===== config.mk =====
export PLATFORM = sky130hd
export DESIGN_NAME = prototype_mask_assembly_top_flat
export DESIGN_NICKNAME = d
export VERILOG_FILES = /design/src/rtl/core/pma_pkg.sv /design/src/rtl/core/pma_if.sv /design/src/rtl/core/prototype_mask_assembly_top.sv /design/src/rtl/core/pma_coef_store.sv /design/src/rtl/core/pma_sigmoid.sv /design/src/flat_wrapper.sv
export SDC_FILE = /design/constraint.sdc
export NUM_CORES = 2
export LEC_CHECK = 0
export BUFFER_PORTS_ARGS = -buffer_cell sky130_fd_sc_hd__buf_2
export CORE_MARGIN = 3
export CORE_UTILIZATION = 42
export DETAILED_ROUTE_END_ITERATION = 10
export MAX_ROUTING_LAYER = met4
export SETUP_SLACK_MARGIN = 0.5
export SYNTH_ARGS = -nofsm -noshare
export SYNTH_HDL_FRONTEND = slang
export SYNTH_SLANG_ARGS = --single-unit

===== constraint.sdc =====
create_clock -name clock -period 9.3 [get_ports clock]
set_input_delay 1.395 -clock clock [delete_from_list [all_inputs] [get_ports clock]]
set_output_delay 1.395 -clock clock [all_outputs]
set_load 0.01 [all_outputs]

===== src/rtl/core/pma_pkg.sv =====
// shared constants, types and sigmoid table for the prototype mask assembly block
`timescale 1ns / 1ps

package pma_pkg;

   localparam int MAX_COEFFICIENTS_DEFAULT = 32;
   localparam int VALUE_WIDTH_DEFAULT      = 16;

   localparam int CHANNEL_WIDTH   = 5;
   localparam int COUNT_WIDTH     = 6;
   localparam int PROB_WIDTH      = 8;
   localparam int CSR_INDEX_WIDTH = 1;
   localparam int CSR_DATA_WIDTH  = 8;

   // wide enough for channel and count compares at any depth up to 64
   localparam int INDEX_EXT_WIDTH = 7;

   // running sum wraps like a 64-bit signed integer
   localparam int SUM_WIDTH = 64;

   localparam logic [COUNT_WIDTH-1:0] COUNT_RESET     = 6'd32;
   localparam logic [PROB_WIDTH-1:0]  THRESHOLD_RESET = 8'd127;

   typedef enum logic [0:0] {
      ACTION_LOAD  = 1'b0,
      ACTION_PROTO = 1'b1
   } action_type;

   typedef enum logic [CSR_INDEX_WIDTH-1:0] {
      CSR_COEFFICIENT_COUNT = 1'b0,
      CSR_MASK_THRESHOLD    = 1'b1
   } csr_index_type;

   // round(255*sigmoid(x)) at the midpoints x = (k+0.5)/16, k = 0..127
   localparam logic [PROB_WIDTH-1:0] SIGMOID_UPPER [128] = '{
      8'd129, 8'd133, 8'd137, 8'd141, 8'd145, 8'd149, 8'd153, 8'd157,
      8'd161, 8'd164, 8'd168, 8'd171, 8'd175, 8'd178, 8'd182, 8'd185,
      8'd188, 8'd191, 8'd194, 8'd197, 8'd200, 8'd202, 8'd205, 8'd207,
      8'd210, 8'd212, 8'd214, 8'd216, 8'd218, 8'd220, 8'd222, 8'd224,
      8'd225, 8'd227, 8'd229, 8'd230, 8'd231, 8'd233, 8'd234, 8'd235,
      8'd236, 8'd237, 8'd238, 8'd239, 8'd240, 8'd241, 8'd242, 8'd243,
      8'd243, 8'd244, 8'd245, 8'd245, 8'd246, 8'd246, 8'd247, 8'd247,
      8'd248, 8'd248, 8'd249, 8'd249, 8'd249, 8'd250, 8'd250, 8'd250,
      8'd251, 8'd251, 8'd251, 8'd251, 8'd252, 8'd252, 8'd252, 8'd252,
      8'd252, 8'd252, 8'd253, 8'd253, 8'd253, 8'd253, 8'd253, 8'd253,
      8'd253, 8'd253, 8'd254, 8'd254, 8'd254, 8'd254, 8'd254, 8'd254,
      8'd254, 8'd254, 8'd254, 8'd254, 8'd254, 8'd254, 8'd254, 8'd254,
      8'd254, 8'd254, 8'd254, 8'd254, 8'd255, 8'd255, 8'd255, 8'd255,
      8'd255, 8'd255, 8'd255, 8'd255, 8'd255, 8'd255, 8'd255, 8'd255,
      8'd255, 8'd255, 8'd255, 8'd255, 8'd255, 8'd255, 8'd255, 8'd255,
      8'd255, 8'd255, 8'd255, 8'd255, 8'd255, 8'd255, 8'd255, 8'd255
   };

endpackage


===== src/rtl/core/pma_if.sv =====
// request and result channel interfaces for the prototype mask assembly block
`timescale 1ns / 1ps

interface pma_req_if #(
   parameter int VALUE_WIDTH = pma_pkg::VALUE_WIDTH_DEFAULT
);
   logic                                valid;
   logic                                ready;
   logic [0:0]                          action;
   logic [pma_pkg::CHANNEL_WIDTH-1:0]   channel;
   logic signed [VALUE_WIDTH-1:0]       value;

   modport source (output valid, output action, output channel, output value, input ready);
   modport sink   (input valid, input action, input channel, input value, output ready);
endinterface

interface pma_rsp_if;
   logic                              valid;
   logic                              ready;
   logic [pma_pkg::PROB_WIDTH-1:0]    probability;
   logic                              mask_bit;

   modport source (output valid, output probability, output mask_bit, input ready);
   modport sink   (input valid, input probability, input mask_bit, output ready);
endinterface


===== src/rtl/core/prototype_mask_assembly_top.sv =====
// top level of the prototype mask assembly block
`timescale 1ns / 1ps

// Takes one request per clock: a load request writes one mask coefficient, a prototype request
// multiplies one channel value by its coefficient and adds it to the running sum (channel 0
// restarts it). A prototype request on the last channel in use produces one result: the rounded
// sigmoid probability and the thresholded mask bit. Throughput is one request per cycle, set by
// the single registered multiplier and the registered accumulate; the pipeline (coefficient
// read, multiply, accumulate, table lookup) only holds while a finished result waits on the
// output. Prototype requests on channels at or above the coefficient count produce nothing.
// The user must write configuration only while no request is in flight; unchecked by the block.
module prototype_mask_assembly_top #(
   parameter int MAX_COEFFICIENTS = pma_pkg::MAX_COEFFICIENTS_DEFAULT,
   parameter int VALUE_WIDTH      = pma_pkg::VALUE_WIDTH_DEFAULT
) (
   input  logic                                  clock,
   input  logic                                  reset,
   pma_req_if.sink                               req_bus,
   pma_rsp_if.source                             rsp_bus,
   input  logic                                  csr_write_enable,
   input  logic [pma_pkg::CSR_INDEX_WIDTH-1:0]   csr_index,
   input  logic [pma_pkg::CSR_DATA_WIDTH-1:0]    csr_write_data
);

   localparam int ADDR_WIDTH    = (MAX_COEFFICIENTS > 1) ? $clog2(MAX_COEFFICIENTS) : 1;
   localparam int PRODUCT_WIDTH = 2 * VALUE_WIDTH;
   localparam int EXT           = pma_pkg::INDEX_EXT_WIDTH;
   localparam logic [EXT-1:0] MAX_EXT = EXT'(MAX_COEFFICIENTS);

   // configuration
   logic [pma_pkg::COUNT_WIDTH-1:0] count_ff;
   logic [pma_pkg::PROB_WIDTH-1:0]  threshold_ff;

   // pipeline control
   logic                            enable;
   logic                            accept;
   logic                            is_load;
   logic [EXT-1:0]                  channel_ext;
   logic [EXT-1:0]                  count_eff;
   logic                            load_write;
   logic                            proto_use;

   // stage a: coefficient read
   logic                            a_valid_ff;
   logic                            a_restart_ff;
   logic                            a_last_ff;
   logic signed [VALUE_WIDTH-1:0]   a_value_ff;
   logic signed [VALUE_WIDTH-1:0]   a_coef;

   // stage b: product
   logic                            b_valid_ff;
   logic                            b_restart_ff;
   logic                            b_last_ff;
   logic signed [PRODUCT_WIDTH-1:0] b_product_ff;
   logic signed [PRODUCT_WIDTH-1:0] b_product_in;

   // stage c: running sum
   logic                            c_valid_ff;
   logic signed [pma_pkg::SUM_WIDTH-1:0] sum_ff;
   logic signed [pma_pkg::SUM_WIDTH-1:0] sum_in;
   logic signed [pma_pkg::SUM_WIDTH-1:0] product_ext;

   // stage d: result register
   logic                            rsp_valid_ff;
   logic [pma_pkg::PROB_WIDTH-1:0]  prob_ff;
   logic                            mask_ff;
   logic [pma_pkg::PROB_WIDTH-1:0]  prob_in;
   logic                            mask_in;

   always_ff @(posedge clock) begin
      if (reset) begin
         count_ff     <= pma_pkg::COUNT_RESET;
         threshold_ff <= pma_pkg::THRESHOLD_RESET;
      end else if (csr_write_enable) begin
         case (csr_index)
            pma_pkg::CSR_COEFFICIENT_COUNT: count_ff <= csr_write_data[pma_pkg::COUNT_WIDTH-1:0];
            pma_pkg::CSR_MASK_THRESHOLD:    threshold_ff <= csr_write_data;
            default: ;
         endcase
      end
   end

   assign enable        = !rsp_valid_ff || rsp_bus.ready;
   assign req_bus.ready = enable;
   assign accept        = req_bus.valid && enable;
   assign is_load       = (req_bus.action == pma_pkg::ACTION_LOAD);
   assign channel_ext   = EXT'(req_bus.channel);

   always_comb begin
      if (count_ff == '0) begin
         count_eff = EXT'(1);
      end else if (EXT'(count_ff) > MAX_EXT) begin
         count_eff = MAX_EXT;
      end else begin
         count_eff = EXT'(count_ff);
      end
      load_write = accept && is_load && (channel_ext < MAX_EXT);
      proto_use  = accept && !is_load && (channel_ext < count_eff);
   end

   pma_coef_store #(
      .DEPTH       (MAX_COEFFICIENTS),
      .VALUE_WIDTH (VALUE_WIDTH),
      .ADDR_WIDTH  (ADDR_WIDTH)
   ) u_coef_store (
      .clock        (clock),
      .write_enable (load_write),
      .read_enable  (proto_use),
      .address      (channel_ext[ADDR_WIDTH-1:0]),
      .write_data   (req_bus.value),
      .read_data    (a_coef)
   );

   assign b_product_in = a_coef * a_value_ff;
   assign product_ext  = {{(pma_pkg::SUM_WIDTH - PRODUCT_WIDTH){b_product_ff[PRODUCT_WIDTH-1]}},
                          b_product_ff};
   assign sum_in       = b_restart_ff ? product_ext : (sum_ff + product_ext);

   pma_sigmoid #(
      .VALUE_WIDTH (VALUE_WIDTH)
   ) u_sigmoid (
      .sum         (sum_ff),
      .threshold   (threshold_ff),
      .probability (prob_in),
      .mask_bit    (mask_in)
   );

   always_ff @(posedge clock) begin
      if (reset) begin
         a_valid_ff   <= 1'b0;
         b_valid_ff   <= 1'b0;
         c_valid_ff   <= 1'b0;
         rsp_valid_ff <= 1'b0;
         sum_ff       <= '0;
      end else if (enable) begin
         a_valid_ff   <= proto_use;
         b_valid_ff   <= a_valid_ff;
         c_valid_ff   <= b_valid_ff && b_last_ff;
         rsp_valid_ff <= c_valid_ff;
         if (b_valid_ff) begin
            sum_ff <= sum_in;
         end
      end
   end

   always_ff @(posedge clock) begin
      if (enable) begin
         a_restart_ff <= (channel_ext == '0);
         a_last_ff    <= (channel_ext == (count_eff - EXT'(1)));
         a_value_ff   <= req_bus.value;
         b_restart_ff <= a_restart_ff;
         b_last_ff    <= a_last_ff;
         b_product_ff <= b_product_in;
         if (c_valid_ff) begin
            prob_ff <= prob_in;
            mask_ff <= mask_in;
         end
      end
   end

   assign rsp_bus.valid       = rsp_valid_ff;
   assign rsp_bus.probability = prob_ff;
   assign rsp_bus.mask_bit    = mask_ff;

   // a new result only comes from a finished sum
   result_from_sum: assert property (@(posedge clock) disable iff (reset)
      $rose(rsp_valid_ff) |-> $past(c_valid_ff))
      else $error("result raised without a finished sum");

   // the running sum holds while a result is stalled
   sum_holds_on_stall: assert property (@(posedge clock) disable iff (reset)
      (rsp_valid_ff && !rsp_bus.ready) |=> $stable(sum_ff))
      else $error("running sum moved during output stall");

   // the last channel always marks its sum as finished
   last_channel_finishes: assert property (@(posedge clock) disable iff (reset)
      (b_valid_ff && b_last_ff && enable) |=> c_valid_ff)
      else $error("last channel did not finish the sum");

endmodule


===== src/rtl/core/pma_coef_store.sv =====
// single-port coefficient memory with registered read
`timescale 1ns / 1ps

module pma_coef_store #(
   parameter int DEPTH       = pma_pkg::MAX_COEFFICIENTS_DEFAULT,
   parameter int VALUE_WIDTH = pma_pkg::VALUE_WIDTH_DEFAULT,
   parameter int ADDR_WIDTH  = (DEPTH > 1) ? $clog2(DEPTH) : 1
) (
   input  logic                          clock,
   input  logic                          write_enable,
   input  logic                          read_enable,
   input  logic [ADDR_WIDTH-1:0]         address,
   input  logic signed [VALUE_WIDTH-1:0] write_data,
   output logic signed [VALUE_WIDTH-1:0] read_data
);

   logic signed [VALUE_WIDTH-1:0] mem_ff [DEPTH];
   logic signed [VALUE_WIDTH-1:0] read_data_ff;

   always_ff @(posedge clock) begin
      if (write_enable) begin
         mem_ff[address] <= write_data;
      end
      if (read_enable) begin
         read_data_ff <= mem_ff[address];
      end
   end

   assign read_data = read_data_ff;

endmodule


===== src/rtl/core/pma_sigmoid.sv =====
// clamps the running sum, looks up the sigmoid table and applies the mask threshold
`timescale 1ns / 1ps

module pma_sigmoid #(
   parameter int VALUE_WIDTH = pma_pkg::VALUE_WIDTH_DEFAULT
) (
   input  logic signed [pma_pkg::SUM_WIDTH-1:0] sum,
   input  logic [pma_pkg::PROB_WIDTH-1:0]       threshold,
   output logic [pma_pkg::PROB_WIDTH-1:0]       probability,
   output logic                                 mask_bit
);

   // sum carries 2*(VALUE_WIDTH-4) fraction bits, table steps are 1/16
   localparam int SHIFT = 2 * VALUE_WIDTH - 12;

   logic signed [pma_pkg::SUM_WIDTH-1:0] scaled;
   logic [pma_pkg::PROB_WIDTH-1:0]       index;
   logic [pma_pkg::PROB_WIDTH-2:0]       half_index;
   logic [pma_pkg::PROB_WIDTH-1:0]       entry;

   always_comb begin
      scaled = sum >>> SHIFT;
      if (scaled > $signed(pma_pkg::SUM_WIDTH'(127))) begin
         index = 8'd255;
      end else if (scaled < -$signed(pma_pkg::SUM_WIDTH'(128))) begin
         index = 8'd0;
      end else begin
         index = {~scaled[7], scaled[6:0]};
      end

      // lower half mirrors the upper half
      half_index  = index[7] ? index[6:0] : ~index[6:0];
      entry       = pma_pkg::SIGMOID_UPPER[half_index];
      probability = index[7] ? entry : (8'd255 - entry);
      mask_bit    = (probability > threshold);
   end

endmodule

===== src/flat_wrapper.sv =====
// flat-port wrapper written by rule: the top's interface ports become plain ports
module prototype_mask_assembly_top_flat 
#(
   parameter int MAX_COEFFICIENTS = pma_pkg::MAX_COEFFICIENTS_DEFAULT,
   parameter int VALUE_WIDTH      = pma_pkg::VALUE_WIDTH_DEFAULT
)
  (clock, reset, csr_write_enable, csr_index, csr_write_data, req_bus_valid, req_bus_action, req_bus_channel, req_bus_value, req_bus_ready, rsp_bus_valid, rsp_bus_probability, rsp_bus_mask_bit, rsp_bus_ready);
  pma_req_if #(.VALUE_WIDTH(VALUE_WIDTH)) req_bus_i ();
  pma_rsp_if rsp_bus_i ();
  input  logic clock;
  input  logic reset;
  input  logic csr_write_enable;
  input  logic [pma_pkg::CSR_INDEX_WIDTH-1:0] csr_index;
  input  logic [pma_pkg::CSR_DATA_WIDTH-1:0] csr_write_data;
  input wire logic [$bits(req_bus_i.valid)-1:0] req_bus_valid;
  input wire logic [$bits(req_bus_i.action)-1:0] req_bus_action;
  input wire logic [$bits(req_bus_i.channel)-1:0] req_bus_channel;
  input wire logic [$bits(req_bus_i.value)-1:0] req_bus_value;
  output wire logic [$bits(req_bus_i.ready)-1:0] req_bus_ready;
  output wire logic [$bits(rsp_bus_i.valid)-1:0] rsp_bus_valid;
  output wire logic [$bits(rsp_bus_i.probability)-1:0] rsp_bus_probability;
  output wire logic [$bits(rsp_bus_i.mask_bit)-1:0] rsp_bus_mask_bit;
  input wire logic [$bits(rsp_bus_i.ready)-1:0] rsp_bus_ready;
  assign req_bus_i.valid = req_bus_valid;
  assign req_bus_i.action = req_bus_action;
  assign req_bus_i.channel = req_bus_channel;
  assign req_bus_i.value = req_bus_value;
  assign req_bus_ready = req_bus_i.ready;
  assign rsp_bus_valid = rsp_bus_i.valid;
  assign rsp_bus_probability = rsp_bus_i.probability;
  assign rsp_bus_mask_bit = rsp_bus_i.mask_bit;
  assign rsp_bus_i.ready = rsp_bus_ready;
  prototype_mask_assembly_top #(.MAX_COEFFICIENTS(MAX_COEFFICIENTS), .VALUE_WIDTH(VALUE_WIDTH)) u_core (.clock(clock), .reset(reset), .req_bus(req_bus_i), .rsp_bus(rsp_bus_i), .csr_write_enable(csr_write_enable), .csr_index(csr_index), .csr_write_data(csr_write_data));
endmodule

* Word-level counts from Yosys, hierarchy flattened
Memories as Yosys holds them, arrays and structs flattened. A register that Yosys moved wholly into a read port is not among the register bits. Cells that the tools add are included.
Word-level totals: register bits after elaboration 143, memory bits (writable) 512, ROM bits 1024, output and inout bits 11, memories 2
Memory list:
- (no name shown) | depth 128, width 8, rd ports 1, clocked after memory_dff 0, write ports 0, line pma_sigmoid.sv:33 | entry = pma_pkg::SIGMOID_UPPER[half_index];
- u_core.u_coef_store.mem_ff | depth 32, width 16, rd ports 1, clocked after memory_dff 1, write ports 1, line pma_coef_store.sv:17 | logic signed [VALUE_WIDTH-1:0] mem_ff [DEPTH];
Cells by class: add/sub/neg operators 3, multiply operators 1, $lt $le $gt $ge 7, eq/ne operators 1, mux-type cells 11, bitwise logic cells 5, reductions and logical operators 14
Operators with widths (number):
- 64-bit by 32-bit adder with 64-bit output | 1
- 64-bit 2-to-1 mux | 1
- 44-bit by 8-bit greater-than comparator with 1-bit output (second input constant) | 1
- 44-bit by 8-bit less-than comparator with 1-bit output (second input constant) | 1
- 8-bit 2-to-1 mux | 5
- 16-bit by 16-bit multiplier with 32-bit output | 1
- 7-bit 2-to-1 mux | 2
- 8-bit greater-or-equal comparator (second input constant) | 1
- 8-bit greater-than comparator | 1
- 7-bit inverter with 8-bit output | 1
- 2-bit AND reduction | 4
- 8-bit subtractor (first input constant) | 1
- 5-bit by 7-bit == test with 1-bit output | 1
- 7-bit logical NOT | 1
- 5-bit by 7-bit less-than comparator with 1-bit output | 1
- 7-bit inverter | 1
- 7-bit by 1-bit subtractor with 7-bit output (second input constant) | 1
- 6-bit greater-than comparator (second input constant) | 1
- 1-bit logical AND | 6
- 6-bit logical NOT | 1
- 5-bit by 6-bit less-than comparator with 1-bit output (second input constant) | 1
- 6-bit 2-to-1 mux | 1
- 1-bit inverter | 3
- 1-bit 2-to-1 mux | 2
- other kinds (2) | 2

* Depth between registers and ports, before layout
word-level depth 12, gate-level depth with buffers 25, mapped depth without buffers 24

* By module
Synthesis repeated with hierarchy kept, for this count alone.
Second synthesis, totals: cell total of the unflattened synthesis 3494, area total of the unflattened synthesis 40817.9 µm²
Modules (own cells, without submodules):
- pma_coef_store | times used 1, cells an instance 1086, area each 20209.4 µm², seq. area each 15855.2 µm²
- prototype_mask_assembly_top | times used 1, cells an instance 2172, area each 19037.0 µm², seq. area each 3473.3 µm²
- pma_sigmoid | times used 1, cells an instance 236, area each 1571.5 µm², seq. area each 0.0 µm²

* Worst setup path before layout
OpenSTA, ideal clock, no wires.
path kind register to register, from reg u_core.a_value_ff[5], to reg u_core.b_product_ff[30], data pin, arrival 6.189 ns, data required time 9.038 ns, setup slack 2.848 ns, cell stages (with the launch flop) 24, path buffers 1, clock period less this slack 6.452 ns, cell sequence edfxtp_1 -> clkbuf_1 -> and2_1 -> fa_1 -> inv_1 -> fa_1 -> fa_1 -> fa_1 -> inv_1 -> fa_1 -> inv_1 -> fa_1 -> inv_1 -> ha_1 -> a21oi_1 -> o21ai_0 -> o41ai_1 -> and3_1 -> o221a_2 -> a311oi_1 -> and4_1 -> a2111oi_2 -> a21oi_1 -> xor2_1
On the way: word-level cells in the longest chain between the ends 1
Ends and longest elaborated chain:
- start, declared | line prototype_mask_assembly_top.sv:47 | logic signed [VALUE_WIDTH-1:0] a_value_ff;
- start signal, assigned | line prototype_mask_assembly_top.sv:150 | a_value_ff <= req_bus.value;
- 16-bit by 16-bit multiplier with 32-bit output | line prototype_mask_assembly_top.sv:114 | assign b_product_in = a_coef * a_value_ff;
- via u_core.b_product_in[30] | line prototype_mask_assembly_top.sv:55 | logic signed [PRODUCT_WIDTH-1:0] b_product_in;
- end signal, assigned | line prototype_mask_assembly_top.sv:153 | b_product_ff <= b_product_in;
- end, declared | line prototype_mask_assembly_top.sv:54 | logic signed [PRODUCT_WIDTH-1:0] b_product_ff;
The timed path passes the listed nets, and every way through them passes these cells. A chain may end at the register's enable or synchronous reset.

* Final worst setup path
from reg u_core.u_coef_store.read_data_ff[5] (netlist: u_core.u_coef_store.read_data[5]) (read register of u_core.u_coef_store.mem_ff), to reg u_core.b_product_ff[30], data pin
On the way: word-level cells in the longest chain between the ends 1
Ends and longest elaborated chain:
- start, declared | line pma_coef_store.sv:18 | logic signed [VALUE_WIDTH-1:0] read_data_ff;
- 16-bit by 16-bit multiplier with 32-bit output | line prototype_mask_assembly_top.sv:114
- via u_core.b_product_in[30] | line prototype_mask_assembly_top.sv:55
The timed path passes the listed nets, and every way through them passes these cells.

==> flow_summary_export.csv <==
group,metric,value,unit
routing,dr.pass1.iters,6,
setup_path,cp_max_fo,16,
synth,synth_top_cell_by_area,"edfxtp_1",
power,intPower,0.008776,W
routing,drt_iter0_drc,2130,
sta,final.min_clock_period,6.998,ns
grt,grt_max_degree,90,
placed_design,hpwl,67.16,mm
setup_path,critPathKind,"reg2reg",
power,p_leak,17.20,nW
setup_path,worstSetupEndpointType,"register",
setup_path,required,9.68,ns
layout,instances_no_fill,4519,
power,p_total,0.01437,W
routing,vias,25060,
routing,highest_layer,"met4",
sta,worst-slew-pin-transition,1.212,ns
outcome,status,"finished, final reports clean",
placed_design,numPortBuffers,46,
sta,max_slew_margin,18.60,%
synth,synth_seq_area_share,48.15,%
synth,synth.avg_cell_area,12.54,sq um
synth,synth-main-ff-cell,"edfxtp_1",
placed_design,gp_congestion,0.8739,
synth,syn-num-nets,3664,
routing,viasPerCell,5.545,
sta,min_period_over_period,75.24,%
power,p_per_area,325.7,nW/um^2
sta,hold_violations,0,
synth,ys_async_sr_fraction,0,%
clock_network,cts_setup_buffers,0,
sta,fmax,142.9,MHz
floorplanning,die_area,99330,sq um
routing,final_antenna_net_count,0,
clock_network,cts.htree.levels,3,
sta,maxSlewViolCount,0,
clock_network,cts_tree,"done",
synth,netlist.area_leader.share,44.06,%
routing,drc,0,
clock_network,holdBufCountCts,0,
layout,register_area,19330,sq um
synth,netlist_area,40140,sq um
sta,setup_viol,0,
clock_network,cts_buffers,73,
floorplanning,die_x,315.2,microns
grt,track_usage,20.71,%
synth,yosys_warnings,0,
layout,multi_input_area,18720,sq um
floorplanning,die_y,315.2,microns
sta,holdWs,0.4207,ns
routing,wl_met1,44.35,mm
clock_network,cts.sinks,671,
grt,first_global_vias,25270,
routing,avgRoutedWirePerCell,21.81,microns
layout,nets,3674,
routing,dr_wl_met3,4.827,mm
layout,drive_gt1_share,11.56,%
routing,wl_met2,46.92,mm
synth,synth_edf_count,589,
floorplanning,ios,47,
min_path,hp-class,"reg2reg",
floorplanning,coreArea,94030,sq um
power,power_frac_seq,26.9,%
power,clkPwrFrac,20.7,%
clock_network,insertion_delay,0.63,ns
sta,rsz0062_at_grt,"no",
clock_network,cts_buffer_depth,3,
layout,final_util,46.91,%
clock_network,root_buffer,"clkbuf_16",
synth,synth_cell_type_count,86,
synth,synth_top_cells_by_area,"edfxtp_1 44%, fa_1 13%, mux4_2 7.2%, ha_1 5.1%, dfxtp_1 4.1%",
power,pwr-share-comb,52.4,%
power,p_sw,0.005591,W
setup_path,start_kind,"register",
grt,antenna_found_initial,2,
clock_network,clk_pin_slew,0.06,ns
synth,synth_common_cells,"589 x edfxtp_1, 372 x inv_1, 263 x fa_1, 257 x nand2_1, 165 x ha_1",
synth,synth_seq_cells,671,
floorplanning,start_util,42.69,%
floorplanning,rows,112,
routing,finalWirelength,98.57,mm
setup_path,worstPathArrival,7.38,ns
setup_path,ff2ff_path_depth,22,
placed_design,dp.cells,4389,
grt,overflow,0,
synth,synth_cells,3200,
power,swShare,38.92,%
synth,yosysMostFrequentCell,"edfxtp_1",
grt,grt_pass1_wl,153.0,mm
layout,nFillCells,8373,
power,ir_worst_vdd,0.4144,mV
clock_network,cts-resized-gates,0,
min_path,holdPathStages,0,
layout,syn_to_final_growth,9.887,%
sta,fin_tns_setup,0,ns
run,max_cap_viol_count,0,
sta,fin_skew,0.02281,ns
critical path, stage by stage (launching register included):
cell	delay (ns)
edfxtp_1	0.62
and2_1	0.29
fa_1	0.53
inv_1	0.05
fa_1	0.56
fa_1	0.47
fa_1	0.50
inv_1	0.05
fa_1	0.52
inv_1	0.05
fa_1	0.52
inv_1	0.04
ha_1	0.37
a21oi_1	0.16
o21ai_0	0.14
o41ai_1	0.27
and3_1	0.32
o221a_2	0.26
a311oi_1	0.11
and4_1	0.23
a2111oi_2	0.41
a21oi_1	0.13
xor2_1	0.15
cell type report:
| class | count | area share (%) |
|---|---|---|
| timing repair buffer | 98 | 1.472 |
| inverter | 374 | 3.182 |
| multi-input combinational | 1992 | 42.44 |
| clock inverter | 41 | 1.171 |
| sequential | 671 | 43.82 |
| antenna | 3 | 0.01702 |
| clock buffer | 86 | 4.348 |
| tap | 1254 | 3.557 |
registers in the layout (all words and copies together), names as in the netlist, 6 cells and up:
| name | flops |
|---|---|
| u_core.u_coef_store.mem_ff | 512 |
| u_core.b_product_ff | 32 |
| u_core.rsp_bus.probability | 8 |
| u_core.sum_ff | 64 |
| u_core.a_value_ff | 16 |
| u_core.u_coef_store.read_data | 16 |
| u_core.threshold_ff | 8 |
| u_core.count_ff | 6 |
worst paths after layout:
| check | from | endpoint | slack, ns |
|---|---|---|---|
| max | u_core.u_coef_store.read_data[5] | u_core.b_product_ff[30] | 2.30 |
| min | u_core.a_last_ff | u_core.b_last_ff | 0.42 |
| max reg2reg | u_core.u_coef_store.read_data[5] | u_core.b_product_ff[30] | 2.30 |
| min reg2reg | u_core.a_last_ff | u_core.b_last_ff | 0.42 |
through the flow:
stage / cell area (sq um) / setup slack, ns
after global routing: 44110 / 1.982
after global placement: 41670 / 2.361
after floorplan: 40140 / 2.848
after CTS: 44100 / 2.308
final: 44110 / 2.302
after detailed placement: 41670 / 2.306
metal layers:
metal  vias up  global-route usage, %
met2       675                  32.83
met5         -                      -
met1     12760                  28.29
li1      11470                      -
met4         0                  5.480
met3       149                  2.781
cell families (layout without fill, tap and decap cells):
family	after synthesis	count (layout)	synth area share, %
mux	141	141	7.505
other cells	0	3	0
simple gates	750	750	9.135
buf+inv	537	599	5.289
fa+ha+maj	428	428	18.26
flops	671	671	48.15
xor+xnor	109	109	2.378
compound gates	564	564	9.285
cells in the final DEF, fill, tap and decap left out, types with 8 or more instances in the layout:
master       n
edfxtp_1   589
inv_1      372
fa_1       263
nand2_1    257
ha_1       165
a21oi_1    150
nor2_1     139
mux4_2     128
and2_1     122
o21ai_0    111
dfxtp_1     82
xnor2_1     80
clkbuf_16   75
a22oi_1     65
a21o_1      52
nand3_1     51
buf_4       51
nand4_1     48
buf_2       44
o211ai_1    32
xor2_1      29
nor3_1      26
a31oi_1     23
nand2b_1    20
nor4_1      19
o211a_1     18
mux2i_1     13
a211oi_1    13
o21bai_1    13
clkinv_1    12
nor2b_1     12
o21a_1      11
clkbuf_1    11
and3_1      10
bufinv_16   10
clkinv_2     9
or3_1        8
power groups by stage:
| stage | registers [W] | clock network [W] | logic (W) |
|---|---|---|---|
| detailed placement | 0.00392 | 0 | 0.00752 |
| global route | 0.00387 | 0.00316 | 0.00864 |
| finish | 0.00386 | 0.00298 | 0.00753 |
| global placement | 0.00392 | 0 | 0.00749 |
| floorplan | 0.00388 | 0 | 0.00604 |
| CTS | 0.00386 | 0.00304 | 0.00758 |
(Power assumes the default switching activity.)
